$ cat src/assert_macros.svh
// Assertion helpers shared by the RTL.
`ifndef ASSERT_MACROS_SVH
`define ASSERT_MACROS_SVH

// Checked on every rising edge outside reset.
`define TPMC_ASSERT(label, clk, rst, prop, msg) \
  label: assert property (@(posedge clk) disable iff (rst) prop) else $error(msg);

// Checked on every rising edge, reset included.
`define TPMC_ASSERT_ALWAYS(label, clk, prop, msg) \
  label: assert property (@(posedge clk) prop) else $error(msg);

`endif

$ cat src/tpmc_pkg.sv
`timescale 1ns / 1ps
`default_nettype none

package tpmc_pkg;

  localparam int MAX_COLORS_DEF = 6;
  localparam int COUNT_BITS_DEF = 16;

  // palette entry registers, fixed by the register map
  localparam int ENTRY_REGS = 6;
  localparam int ENTRY_IW   = 3;
  localparam int ENTRY_W    = 40;

  localparam int CFG_AW = 6;
  localparam int CFG_DW = 64;
  localparam int REG_IW = 3;

  localparam logic [REG_IW-1:0] REG_COLOR_COUNT = 3'd0;
  localparam logic [REG_IW-1:0] REG_THRESHOLD   = 3'd1;
  localparam logic [REG_IW-1:0] REG_ENTRY0      = 3'd2;

  localparam logic [2:0]  COLOR_COUNT_RST = 3'd2;
  localparam logic [17:0] THRESHOLD_RST   = 18'd195075;

  typedef logic [ENTRY_W-1:0] entry_t;

  function automatic logic [15:0] sq_diff(input logic [7:0] a, input logic [7:0] b);
    logic [7:0] d;
    d = (a > b) ? (a - b) : (b - a);
    return {8'd0, d} * {8'd0, d};
  endfunction

endpackage

`default_nettype wire

$ cat src/tpmc_ram.sv
`timescale 1ns / 1ps
`default_nettype none

module tpmc_ram #(
  parameter int WIDTH = 16,
  parameter int DEPTH = 6
) (
  input  wire logic                     clk,
  input  wire logic                     we,
  input  wire logic [$clog2(DEPTH)-1:0] waddr,
  input  wire logic [WIDTH-1:0]         wdata,
  input  wire logic [$clog2(DEPTH)-1:0] raddr,
  output logic      [WIDTH-1:0]         rdata
);

  logic [WIDTH-1:0] mem [DEPTH];

  always_ff @(posedge clk) begin
    if (we) begin
      mem[waddr] <= wdata;
    end
    rdata <= mem[raddr];
  end

endmodule

`default_nettype wire

$ cat src/tile_palette_majority_classifier.sv
`timescale 1ns / 1ps
`default_nettype none

// channel   | handshake                         | payload
// ----------+-----------------------------------+-----------------------------------
// pixel in  | start & !busy                     | red, green, blue, last_of_tile
// result    | valid (one cycle, no backpressure)| found, winner_index, winner_*
// config    | psel & penable & pwrite (pready=1)| paddr (8 regs at 8*i), pwdata 64b
//
// A pixel is taken in S_IDLE; S_DIST walks max(n,1) entries (n = active colors, one
// distance per cycle on a single squarer set), then S_READ and S_RMW update its count
// on a match. A last-of-tile pixel adds a vote pass (S_VRD, S_VCMP, one RAM read per
// entry) over all MAX_COLORS entries, then S_CLEAR clears the counts; the result is
// registered from the last vote step. After reset a clearing pass runs with busy high.
module tile_palette_majority_classifier #(
  parameter int MAX_COLORS = tpmc_pkg::MAX_COLORS_DEF,
  parameter int COUNT_BITS = tpmc_pkg::COUNT_BITS_DEF
) (
  input  wire logic                          clk,
  input  wire logic                          rst,
  input  wire logic                          psel,
  input  wire logic                          penable,
  input  wire logic                          pwrite,
  input  wire logic [tpmc_pkg::CFG_AW-1:0]   paddr,
  input  wire logic [tpmc_pkg::CFG_DW-1:0]   pwdata,
  output logic      [tpmc_pkg::CFG_DW-1:0]   prdata,
  output logic                               pready,
  input  wire logic                          start,
  input  wire logic [7:0]                    red,
  input  wire logic [7:0]                    green,
  input  wire logic [7:0]                    blue,
  input  wire logic                          last_of_tile,
  output logic                               busy,
  output logic                               valid,
  output logic                               found,
  output logic      [2:0]                    winner_index,
  output logic      [7:0]                    winner_red,
  output logic      [7:0]                    winner_green,
  output logic      [7:0]                    winner_blue,
  output logic signed [15:0]                 winner_height
);

  localparam int CW  = $clog2(MAX_COLORS + 1);
  localparam int AW  = $clog2(MAX_COLORS);
  localparam int EIW = tpmc_pkg::ENTRY_IW;
  localparam int RIW = tpmc_pkg::REG_IW;

  localparam logic [2:0] S_IDLE  = 3'd0;
  localparam logic [2:0] S_DIST  = 3'd1;
  localparam logic [2:0] S_READ  = 3'd2;
  localparam logic [2:0] S_RMW   = 3'd3;
  localparam logic [2:0] S_VRD   = 3'd4;
  localparam logic [2:0] S_VCMP  = 3'd5;
  localparam logic [2:0] S_CLEAR = 3'd6;

  localparam logic [CW-1:0] LAST_IDX = CW'(MAX_COLORS - 1);

  // configuration
  logic [2:0]            color_count;
  logic [17:0]           threshold_sq;
  tpmc_pkg::entry_t      entry_reg [tpmc_pkg::ENTRY_REGS];

  // sequencer
  logic [2:0]            state;
  logic [CW-1:0]         idx;
  logic [7:0]            pix_r, pix_g, pix_b;
  logic                  last_r;
  logic [AW-1:0]         best;
  logic [17:0]           best_d;
  logic [COUNT_BITS-1:0] top;
  logic [AW-1:0]         win;

  // count memory
  logic                  ram_we;
  logic [AW-1:0]         ram_waddr;
  logic [COUNT_BITS-1:0] ram_wdata;
  logic [AW-1:0]         ram_raddr;
  logic [COUNT_BITS-1:0] ram_rdata;

  logic [CW-1:0]         n_act;
  logic [RIW-1:0]        reg_idx;
  logic                  cfg_wr;
  logic [AW-1:0]         ent_sel;
  tpmc_pkg::entry_t      ent;
  logic [17:0]           cur_d;
  logic                  take;
  logic [17:0]           best_d_f;
  logic [AW-1:0]         best_f;
  logic                  dist_done;
  logic                  match;
  logic                  vote_upd;
  logic [COUNT_BITS-1:0] top_f;
  logic [AW-1:0]         win_f;

  assign pready  = 1'b1;
  assign busy    = (state != S_IDLE);
  assign reg_idx = paddr[tpmc_pkg::CFG_AW-1 -: RIW];
  assign cfg_wr  = psel && penable && pwrite && pready;

  assign n_act = (color_count > 3'(MAX_COLORS)) ? CW'(MAX_COLORS) : CW'(color_count);

  always_comb begin
    case (reg_idx)
      tpmc_pkg::REG_COLOR_COUNT: prdata = 64'(color_count);
      tpmc_pkg::REG_THRESHOLD:   prdata = 64'(threshold_sq);
      default:                   prdata = 64'(entry_reg[EIW'(reg_idx - tpmc_pkg::REG_ENTRY0)]);
    endcase
  end

  always_ff @(posedge clk) begin
    if (rst) begin
      color_count  <= tpmc_pkg::COLOR_COUNT_RST;
      threshold_sq <= tpmc_pkg::THRESHOLD_RST;
      for (int i = 0; i < tpmc_pkg::ENTRY_REGS; i++) begin
        entry_reg[i] <= '0;
      end
    end else if (cfg_wr) begin
      case (reg_idx)
        tpmc_pkg::REG_COLOR_COUNT: color_count  <= pwdata[2:0];
        tpmc_pkg::REG_THRESHOLD:   threshold_sq <= pwdata[17:0];
        default: entry_reg[EIW'(reg_idx - tpmc_pkg::REG_ENTRY0)] <= pwdata[tpmc_pkg::ENTRY_W-1:0];
      endcase
    end
  end

  // one palette read port: distance pass walks idx, the vote end picks the winner
  assign ent_sel = (state == S_VCMP) ? win_f : idx[AW-1:0];
  assign ent     = entry_reg[EIW'(ent_sel)];

  assign cur_d = 18'(tpmc_pkg::sq_diff(ent[23:16], pix_r))
               + 18'(tpmc_pkg::sq_diff(ent[15:8],  pix_g))
               + 18'(tpmc_pkg::sq_diff(ent[7:0],   pix_b));

  assign take      = (idx == '0) || (cur_d < best_d);
  assign best_d_f  = take ? cur_d : best_d;
  assign best_f    = take ? idx[AW-1:0] : best;
  assign dist_done = (({1'b0, idx} + 1'b1) >= {1'b0, n_act});
  assign match     = (n_act != '0) && (best_d_f <= threshold_sq);

  // strictly greater keeps the lowest index on ties
  assign vote_upd = (idx < n_act) && (ram_rdata > top);
  assign top_f    = vote_upd ? ram_rdata : top;
  assign win_f    = vote_upd ? idx[AW-1:0] : win;

  assign ram_raddr = (state == S_VRD) ? idx[AW-1:0] : best;
  assign ram_we    = (state == S_RMW) || (state == S_CLEAR);
  assign ram_waddr = (state == S_RMW) ? best : idx[AW-1:0];
  assign ram_wdata = (state == S_CLEAR) ? '0 :
                     ((ram_rdata == '1) ? ram_rdata : ram_rdata + 1'b1);

  tpmc_ram #(
    .WIDTH (COUNT_BITS),
    .DEPTH (MAX_COLORS)
  ) u_counts (
    .clk   (clk),
    .we    (ram_we),
    .waddr (ram_waddr),
    .wdata (ram_wdata),
    .raddr (ram_raddr),
    .rdata (ram_rdata)
  );

  always_ff @(posedge clk) begin
    if (rst) begin
      state <= S_CLEAR;
      idx   <= '0;
      valid <= 1'b0;
    end else begin
      valid <= (state == S_VCMP) && (idx == LAST_IDX);
      case (state)
        S_IDLE: begin
          if (start) begin
            pix_r  <= red;
            pix_g  <= green;
            pix_b  <= blue;
            last_r <= last_of_tile;
            idx    <= '0;
            state  <= S_DIST;
          end
        end
        S_DIST: begin
          best_d <= best_d_f;
          best   <= best_f;
          if (dist_done) begin
            idx <= '0;
            if (match) begin
              state <= S_READ;
            end else if (last_r) begin
              state <= S_VRD;
              top   <= '0;
              win   <= '0;
            end else begin
              state <= S_IDLE;
            end
          end else begin
            idx <= idx + 1'b1;
          end
        end
        S_READ: begin
          state <= S_RMW;
        end
        S_RMW: begin
          if (last_r) begin
            idx   <= '0;
            top   <= '0;
            win   <= '0;
            state <= S_VRD;
          end else begin
            state <= S_IDLE;
          end
        end
        S_VRD: begin
          state <= S_VCMP;
        end
        S_VCMP: begin
          top <= top_f;
          win <= win_f;
          if (idx == LAST_IDX) begin
            idx   <= '0;
            state <= S_CLEAR;
            if (top_f != '0) begin
              found         <= 1'b1;
              winner_index  <= 3'(win_f);
              winner_red    <= ent[23:16];
              winner_green  <= ent[15:8];
              winner_blue   <= ent[7:0];
              winner_height <= ent[39:24];
            end else begin
              found         <= 1'b0;
              winner_index  <= '0;
              winner_red    <= '0;
              winner_green  <= '0;
              winner_blue   <= '0;
              winner_height <= '0;
            end
          end else begin
            idx   <= idx + 1'b1;
            state <= S_VRD;
          end
        end
        S_CLEAR: begin
          if (idx == LAST_IDX) begin
            state <= S_IDLE;
          end else begin
            idx <= idx + 1'b1;
          end
        end
        default: begin
          state <= S_IDLE;
        end
      endcase
    end
  end

`include "assert_macros.svh"

  `TPMC_ASSERT(a_valid_after_vote, clk, rst, valid |-> $past(state) == S_VCMP, "result without vote")
  `TPMC_ASSERT(a_notfound_zero, clk, rst, (valid && !found) |-> (winner_index == '0 && winner_height == '0), "not-found result carries data")
  `TPMC_ASSERT(a_rmw_active, clk, rst, (state == S_RMW) |-> (CW'(best) < n_act), "count update on inactive entry")
  `TPMC_ASSERT_ALWAYS(a_reset_clears, clk, rst |=> (state == S_CLEAR && !valid), "reset does not start clearing pass")

endmodule

`default_nettype wire

$ cat config.mk
export PLATFORM = sky130hd
export DESIGN_NAME = tile_palette_majority_classifier
export DESIGN_NICKNAME = d
export VERILOG_FILES = /design/src/tpmc_pkg.sv /design/src/tpmc_ram.sv /design/src/tile_palette_majority_classifier.sv
export VERILOG_INCLUDE_DIRS = /design/src /design/src/src
export SDC_FILE = /design/constraint.sdc
export NUM_CORES = 1
export LEC_CHECK = 0
export ABC_AREA = 1
export BUFFER_PORTS_ARGS = -buffer_cell sky130_fd_sc_hd__buf_2
export CAP_MARGIN = 20
export CORE_MARGIN = 5
export CORE_UTILIZATION = 50
export CTS_CLUSTER_DIAMETER = 200
export DETAILED_ROUTE_END_ITERATION = 6
export HOLD_SLACK_MARGIN = 0.03
export PLACE_DENSITY = 0.68
export REMOVE_ABC_BUFFERS = 1
export SLEW_MARGIN = 20
export SYNTH_ARGS = -nofsm -noshare
export SYNTH_HDL_FRONTEND = slang
export SYNTH_SLANG_ARGS = --single-unit
$ cat constraint.sdc
create_clock -name clk -period 33.2 [get_ports clk]
set_input_delay 4.98 -clock clk [delete_from_list [all_inputs] [get_ports clk]]
set_output_delay 4.98 -clock clk [all_outputs]
set_load 0.01 [all_outputs]
**After elaboration in Yosys (flattened, before gate mapping)**

Memories as Yosys holds them, arrays and structs flattened. A register that Yosys moved wholly into a read port is not among the register bits.
Index checks and enable logic that the tools add are counted.
Widths: inputs -> output; s select.

- Register bits: 137
- Bits in writable memories: 336
- Word-level logic and storage cells: 133
- Memories: 2

Memories:

| name | words | bits a word | rd ports | clocked after memory_dff | wr ports | RTL line | text |
|---|---|---|---|---|---|---|---|
| entry_reg | 6 | 40 | 2 | 0 | 6 | tile_palette_majority_classifier.sv:61 | `tpmc_pkg::entry_t entry_reg [tpmc_pkg::ENTRY_REGS];` |
| u_counts.mem | 6 | 16 | 1 | 1 | 1 | tpmc_ram.sv:16 | `logic [WIDTH-1:0] mem [DEPTH];` |

- Add/sub/neg operators: 12
- Multipliers: 3
- $lt $le $gt $ge: 9
- Equal/unequal tests: 15
- Muxes and demuxes: 46
- Bitwise logic cells: 1
- Reduce and logical (&&, ||, !) cells: 26

Operators with widths:

| operator | number |
|---|---|
| $mux 16 | 6 |
| $pmux 40 s2 | 1 |
| $mux 3 | 19 |
| $mul 8x8->16 | 3 |
| $pmux 16 s3 | 1 |
| $sub 8x8->8 | 6 |
| $mux 40 | 1 |
| $reduce_or 40->1 | 1 |
| $gt 8x8->1 | 3 |
| $mux 8 | 3 |
| $pmux 3 s7 | 1 |
| $add 17x16->18 | 1 |
| $le 18x18->1 | 1 |
| $lt 18x18->1 | 1 |
| $mux 18 | 1 |
| $add 16x16->17 | 1 |
| $add 16x1->16 const B | 1 |
| $eq 16x16->1 const B | 1 |
| $gt 16x16->1 | 1 |
| $reduce_bool 16->1 | 1 |
| $pmux 3 s5 | 1 |
| $eq 3x3->1 const B | 4 |
| $reduce_and 3->1 | 4 |
| $mux 1 | 10 |
| 21 further kinds | 39 |

**Longest topological paths before layout**

An unclocked memory read counts as a cell.

- Depth after elaboration: 20
- Mapped depth: 84

**Hierarchy**

A second synthesis with hierarchy kept.

- Cells, all modules: 4088
- Area, all modules: 36323.6 µm²

Modules (own cells, without submodules):

| module | instances | cells an instance | area each (µm²) |
|---|---|---|---|
| tile_palette_majority_classifier | 1 | 3767 | 32224.7 |
| tpmc_ram | 1 | 321 | 4098.9 |

**Least setup slack after synthesis**

No wires, ideal clock.

- Kind: reg2reg
- From: register color_count[2]
- To: register top[0], enable pin
- Setup time: 374 ps
- Data arrival time: 11797 ps
- Slack: 21029 ps
- Stages on the path, launching flop included: 72
- Buffers on the path: 3
- Period minus slack after synthesis: 12171 ps
- Cells stage by stage: dfxtp_1 inv_1 ha_1 a21oi_1 o21ai_0 a21oi_2 nand2_2 nand2_1 nand3_2 nand2_1 buf_4 buf_2 nand2_1 nand3_1 nand3_1 nand2_1 ha_1 inv_1 [36 not listed] nor3_1 nand3_1 o211ai_1 nand2_1 clkbuf_1 nand2_1 o21ai_0 ha_1 nand2_1 o21ai_0 a21oi_1 o21ai_0 nand2_1 nand2_1 o21ai_0 nand3_1 nand3_1 inv_1

- Word-level cells in the longest chain between the ends: 19

RTL lines:

| element | RTL line | text |
|---|---|---|
| from (decl) | tile_palette_majority_classifier.sv:59 | `logic [2:0] color_count;` |
| from (signal assigned) | tile_palette_majority_classifier.sv:112 | `color_count <= tpmc_pkg::COLOR_COUNT_RST;` |
| from (signal assigned) | tile_palette_majority_classifier.sv:119 | `tpmc_pkg::REG_COLOR_COUNT: color_count <= pwdata[2:0];` |
| $gt 3x3->1 | tile_palette_majority_classifier.sv:100 | `assign n_act = (color_count > 3'(MAX_COLORS)) ? CW'(MAX_COLORS) : CW'(color_count);` |
| $mux 3 (*) | tile_palette_majority_classifier.sv:100 |  |
| $lt 3x3->1 (*) | tile_palette_majority_classifier.sv:141 | `assign vote_upd = (idx < n_act) && (ram_rdata > top);` |
| $logic_and 1x1->1 (*) | tile_palette_majority_classifier.sv:141 |  |
| $mux 3 (*) | tile_palette_majority_classifier.sv:143 | `assign win_f = vote_upd ? idx[AW-1:0] : win;` |
| $mux 3 (*) | tile_palette_majority_classifier.sv:127 | `assign ent_sel = (state == S_VCMP) ? win_f : idx[AW-1:0];` |
| $mem_v2 6x40 (*) | - |  |
| $sub 8x8->8 or $gt 8x8->1 (tied branches) | tpmc_pkg.sv:29 | `d = (a > b) ? (a - b) : (b - a);` |
| [4 not listed] | - |  |
| $lt 18x18->1 | tile_palette_majority_classifier.sv:134 | `assign take = (idx == '0) \|\| (cur_d < best_d);` |
| $logic_or 1x1->1 | tile_palette_majority_classifier.sv:134 |  |
| $mux 18 (*) | tile_palette_majority_classifier.sv:135 | `assign best_d_f = take ? cur_d : best_d;` |
| named net best_d_f[5] | tile_palette_majority_classifier.sv:87 | `logic [17:0] best_d_f;` |
| $le 18x18->1 (*) | tile_palette_majority_classifier.sv:138 | `assign match = (n_act != '0) && (best_d_f <= threshold_sq);` |
| $logic_and 1x1->1 (*) | tile_palette_majority_classifier.sv:138 |  |
| $ne 2x2->1 (no line) (*) | - |  |
| $reduce_and 4->1 (no line) (*) | - |  |
| to (signal assigned) | tile_palette_majority_classifier.sv:216 | `top <= top_f;` |
| to (decl) | tile_palette_majority_classifier.sv:70 | `logic [COUNT_BITS-1:0] top;` |

The timed path passes the listed nets; every way through them passes the cells marked *.
A chain may end at the register's enable or synchronous reset.

**Worst setup path after layout**

- From: register idx[2]
- To: register top[2], enable pin

- Word-level cells in the longest chain between the ends: 17

RTL lines:

| element | RTL line | text |
|---|---|---|
| from (decl) | tile_palette_majority_classifier.sv:65 | `logic [CW-1:0] idx;` |
| from (signal assigned) | tile_palette_majority_classifier.sv:196 | `idx <= idx + 1'b1;` |
| from (signal assigned) | tile_palette_majority_classifier.sv:237 | `idx <= idx + 1'b1;` |
| from (signal assigned) | tile_palette_majority_classifier.sv:245 | `idx <= idx + 1'b1;` |
| $lt 3x3->1 | tile_palette_majority_classifier.sv:141 |  |
| $logic_and 1x1->1 | tile_palette_majority_classifier.sv:141 |  |
| $mux 3 | tile_palette_majority_classifier.sv:143 |  |
| $mux 3 (*) | tile_palette_majority_classifier.sv:127 |  |
| $mem_v2 6x40 (*) | - |  |
| named net ent[17] | tile_palette_majority_classifier.sv:84 | `tpmc_pkg::entry_t ent;` |
| $sub 8x8->8 or $gt 8x8->1 (tied branches) | tpmc_pkg.sv:29 |  |
| $mux 8 (*) | tpmc_pkg.sv:29 |  |
| [3 not listed] | - |  |
| $lt 18x18->1 | tile_palette_majority_classifier.sv:134 |  |
| $logic_or 1x1->1 | tile_palette_majority_classifier.sv:134 |  |
| $mux 18 (*) | tile_palette_majority_classifier.sv:135 |  |
| named net best_d_f[0] | tile_palette_majority_classifier.sv:87 |  |
| $le 18x18->1 (*) | tile_palette_majority_classifier.sv:138 |  |
| $logic_and 1x1->1 (*) | tile_palette_majority_classifier.sv:138 |  |
| $ne 2x2->1 (no line) (*) | - |  |
| $reduce_and 4->1 (no line) (*) | - |  |

Marks and branches as above.

==> flow_summary.ini <==
[grt]
met3_usage_pct = 4.32
grt_pass1_wl_mm = 152
met2_usage_pct = 40.9
grt_busiest_layer = met2
first_global_vias = 27460
antenna_found_initial = 3
grt_usage_pct = 25.1
grt_max_degree = 69
globalRouteMet1Util_pct = 33.7
overflow = 0

[cells_and_area]
fin_util_pct = 55.8
fin_nets = 4622
largest_reg_flops = 320
final_common_cell = inv_1
insertedDiodeCount = 0
area_growth_pct = 11.3
drive_above_1_share_pct = 8.55
layout_common_cells = 724 x inv_1, 641 x nand2_1, 525 x edfxtp_1, 509 x nor2_1, 370 x nand3_1
nFillCells = 6390

[logic_synthesis]
synthTopCellsByArea = edfxtp_1 44%, fa_1 7.7%, inv_1 7.6%, nand2_1 6.8%, ha_1 6.6%
synth_area_sq_um = 35700
syn_area_per_cell_sq_um = 8.88
synth.distinct_cells = 57
netlist.area_leader.share_pct = 44.2
synthArstFlopShare_pct = 0
synth.largest_area_cell = edfxtp_1
synth-edff-count = 525
synth_cells = 4016
ys.flop_type = edfxtp_1
yosysSeqAreaShare_pct = 46.7
yosys_warnings = 0
ys_ff_latch = 569

[floorplan]
row_count = 98
design.die.area_sq_um = 76800
dieHeight_um = 277
start_util_pct = 50.2
io_pins = 212
core_sq_um = 71100
die_w_um = 277

[critical_path]
crit_slowest_cell = buf_4
worstSetupEndpointType = register
crit_fanout = 68
slowest_delay_ns = 0.81
cp_common_cell = inv_1
crit_arrival_ns = 17.00
worstSetupPathType = register to register
cp_data_required_time_ns = 33.43
r2r_setup_slack_ns = 16.42
start_kind = register

[sta]
min_period_over_period_pct = 50.5
min_period_ns = 16.78
fmax_ghz = 0.0596
slew_viol_final = 0
timing_worst_slew_pin_value_ns = 1.02
setup_viol = 0
slew_headroom_pct = 31.1
finalHoldViolCount = 0
tns_ns = 0
finalClockSkew_ns = 0.0357
fin_hold_ws_ns = 0.514
rsz0062_at_grt = no

[clock_network]
cts.sinks = 569
clk_pin_slew_worst_paths_ns = 0.05
cts_setup_buffers = 0
ctsHoldBuffers = 0
cts_tree = done
cts-root-buf = clkbuf_16
htreeDepth = 3
cts_buffers = 66
clkLatencyLatePin_ns = 0.63
cts_resized = 0
clk_path_buf_depth = 3

[route]
firstDrtPassIters = 5
drt-initial-drc-count = 2507
routed_wl_mm = 98.1
drc = 0
vias_per_cell = 5.37
wl_per_cell_um = 18.9
antenna_left = 0
vias = 27903

[run]
maxCapViolCount = 0

[hold_path]
hp-class = register to register

[status]
outcome = finished clean

[placed_design]
place_hpwl_mm = 62.0
globalplace.congestion = 0.888
io_buffers = 159
[synthesized netlist by cell type (14+ instances only)]
cell type,count
inv_1,725
nand2_1,649
edfxtp_1,525
nor2_1,516
nand3_1,373
o21ai_0,274
ha_1,188
fa_1,138
a21oi_1,123
clkbuf_1,96
buf_2,46
dfxtp_1,44
xor2_1,39
buf_4,32
o22ai_1,25
a22oi_1,23
nor3_1,18
a221oi_1,16
o221ai_1,16
o211ai_1,14
[worst max-delay path: cells and delay by family (launching register included)]
kind	cells	cell delay, ns
xor gates and xnor gates	1	0.23
AOI/OAI and AO/OA	20	3.01
adders and majority gates	12	5.15
buffers and inverters	14	2.73
DFF	1	0.57
and+or+nand+nor	22	4.64
[final cells by class]
class	count	area, sq um	share of cell area, %
tap	950	1190	2.99
multi-input combinational	2616	15700	39.6
inverter	738	2780	6.99
clock inverter	38	439	1.11
clock buffer	83	1780	4.48
sequential	569	16600	41.9
timing repair buffer	204	1140	2.86
[through the flow]
stage | cell area [sq um] | setup slack [ns] | cells
global placement | 37500 | 16.59 | 5077
detailed placement | 37500 | 16.50 | 5077
finish | 39700 | 16.42 | 5198
global route | 39700 | 15.08 | 5198
CTS | 39700 | 16.42 | 5198
floorplan | 35000 | 18.25 | 3923
[final timing paths]
| check | start | to | cells after the start |
|---|---|---|---|
| worst min register to register | u_counts.mem[4][2] | u_counts.rdata[2] | 2 |
| worst min-delay path | u_counts.mem[4][2] | u_counts.rdata[2] | 2 |
| worst max register to register | idx[2] | top[2] | 69 |
| worst max-delay path | idx[2] | top[2] | 69 |
[kinds of logic (layout without fill, tap and decap cells)]
family,count (synthesis),count (layout),share of synthesized area (%)
other,2,105,0.0211
muxes,3,3,0.0842
buffers and inverters,934,1063,10.6
DFF,569,569,46.7
adders and majority gates,326,326,14.3
AOI/OAI and AO/OA,535,535,8.48
xor gates and xnor gates,49,49,1.20
and+or+nand+nor,1598,1598,18.6
[layer usage]
layer | share of wire (%) | up-vias | wire (um)
met5 | 0 | - | 0
met4 | 4.3 | 0 | 4210
met3 | 8.3 | 275 | 8130
met2 | 46 | 1178 | 45200
met1 | 41 | 13159 | 40600
li1 | - | 13291 | -
Power is left out: the tool's default activity adds up to more than one toggle a clock period on the data nets, which glitch-free logic cannot reach.
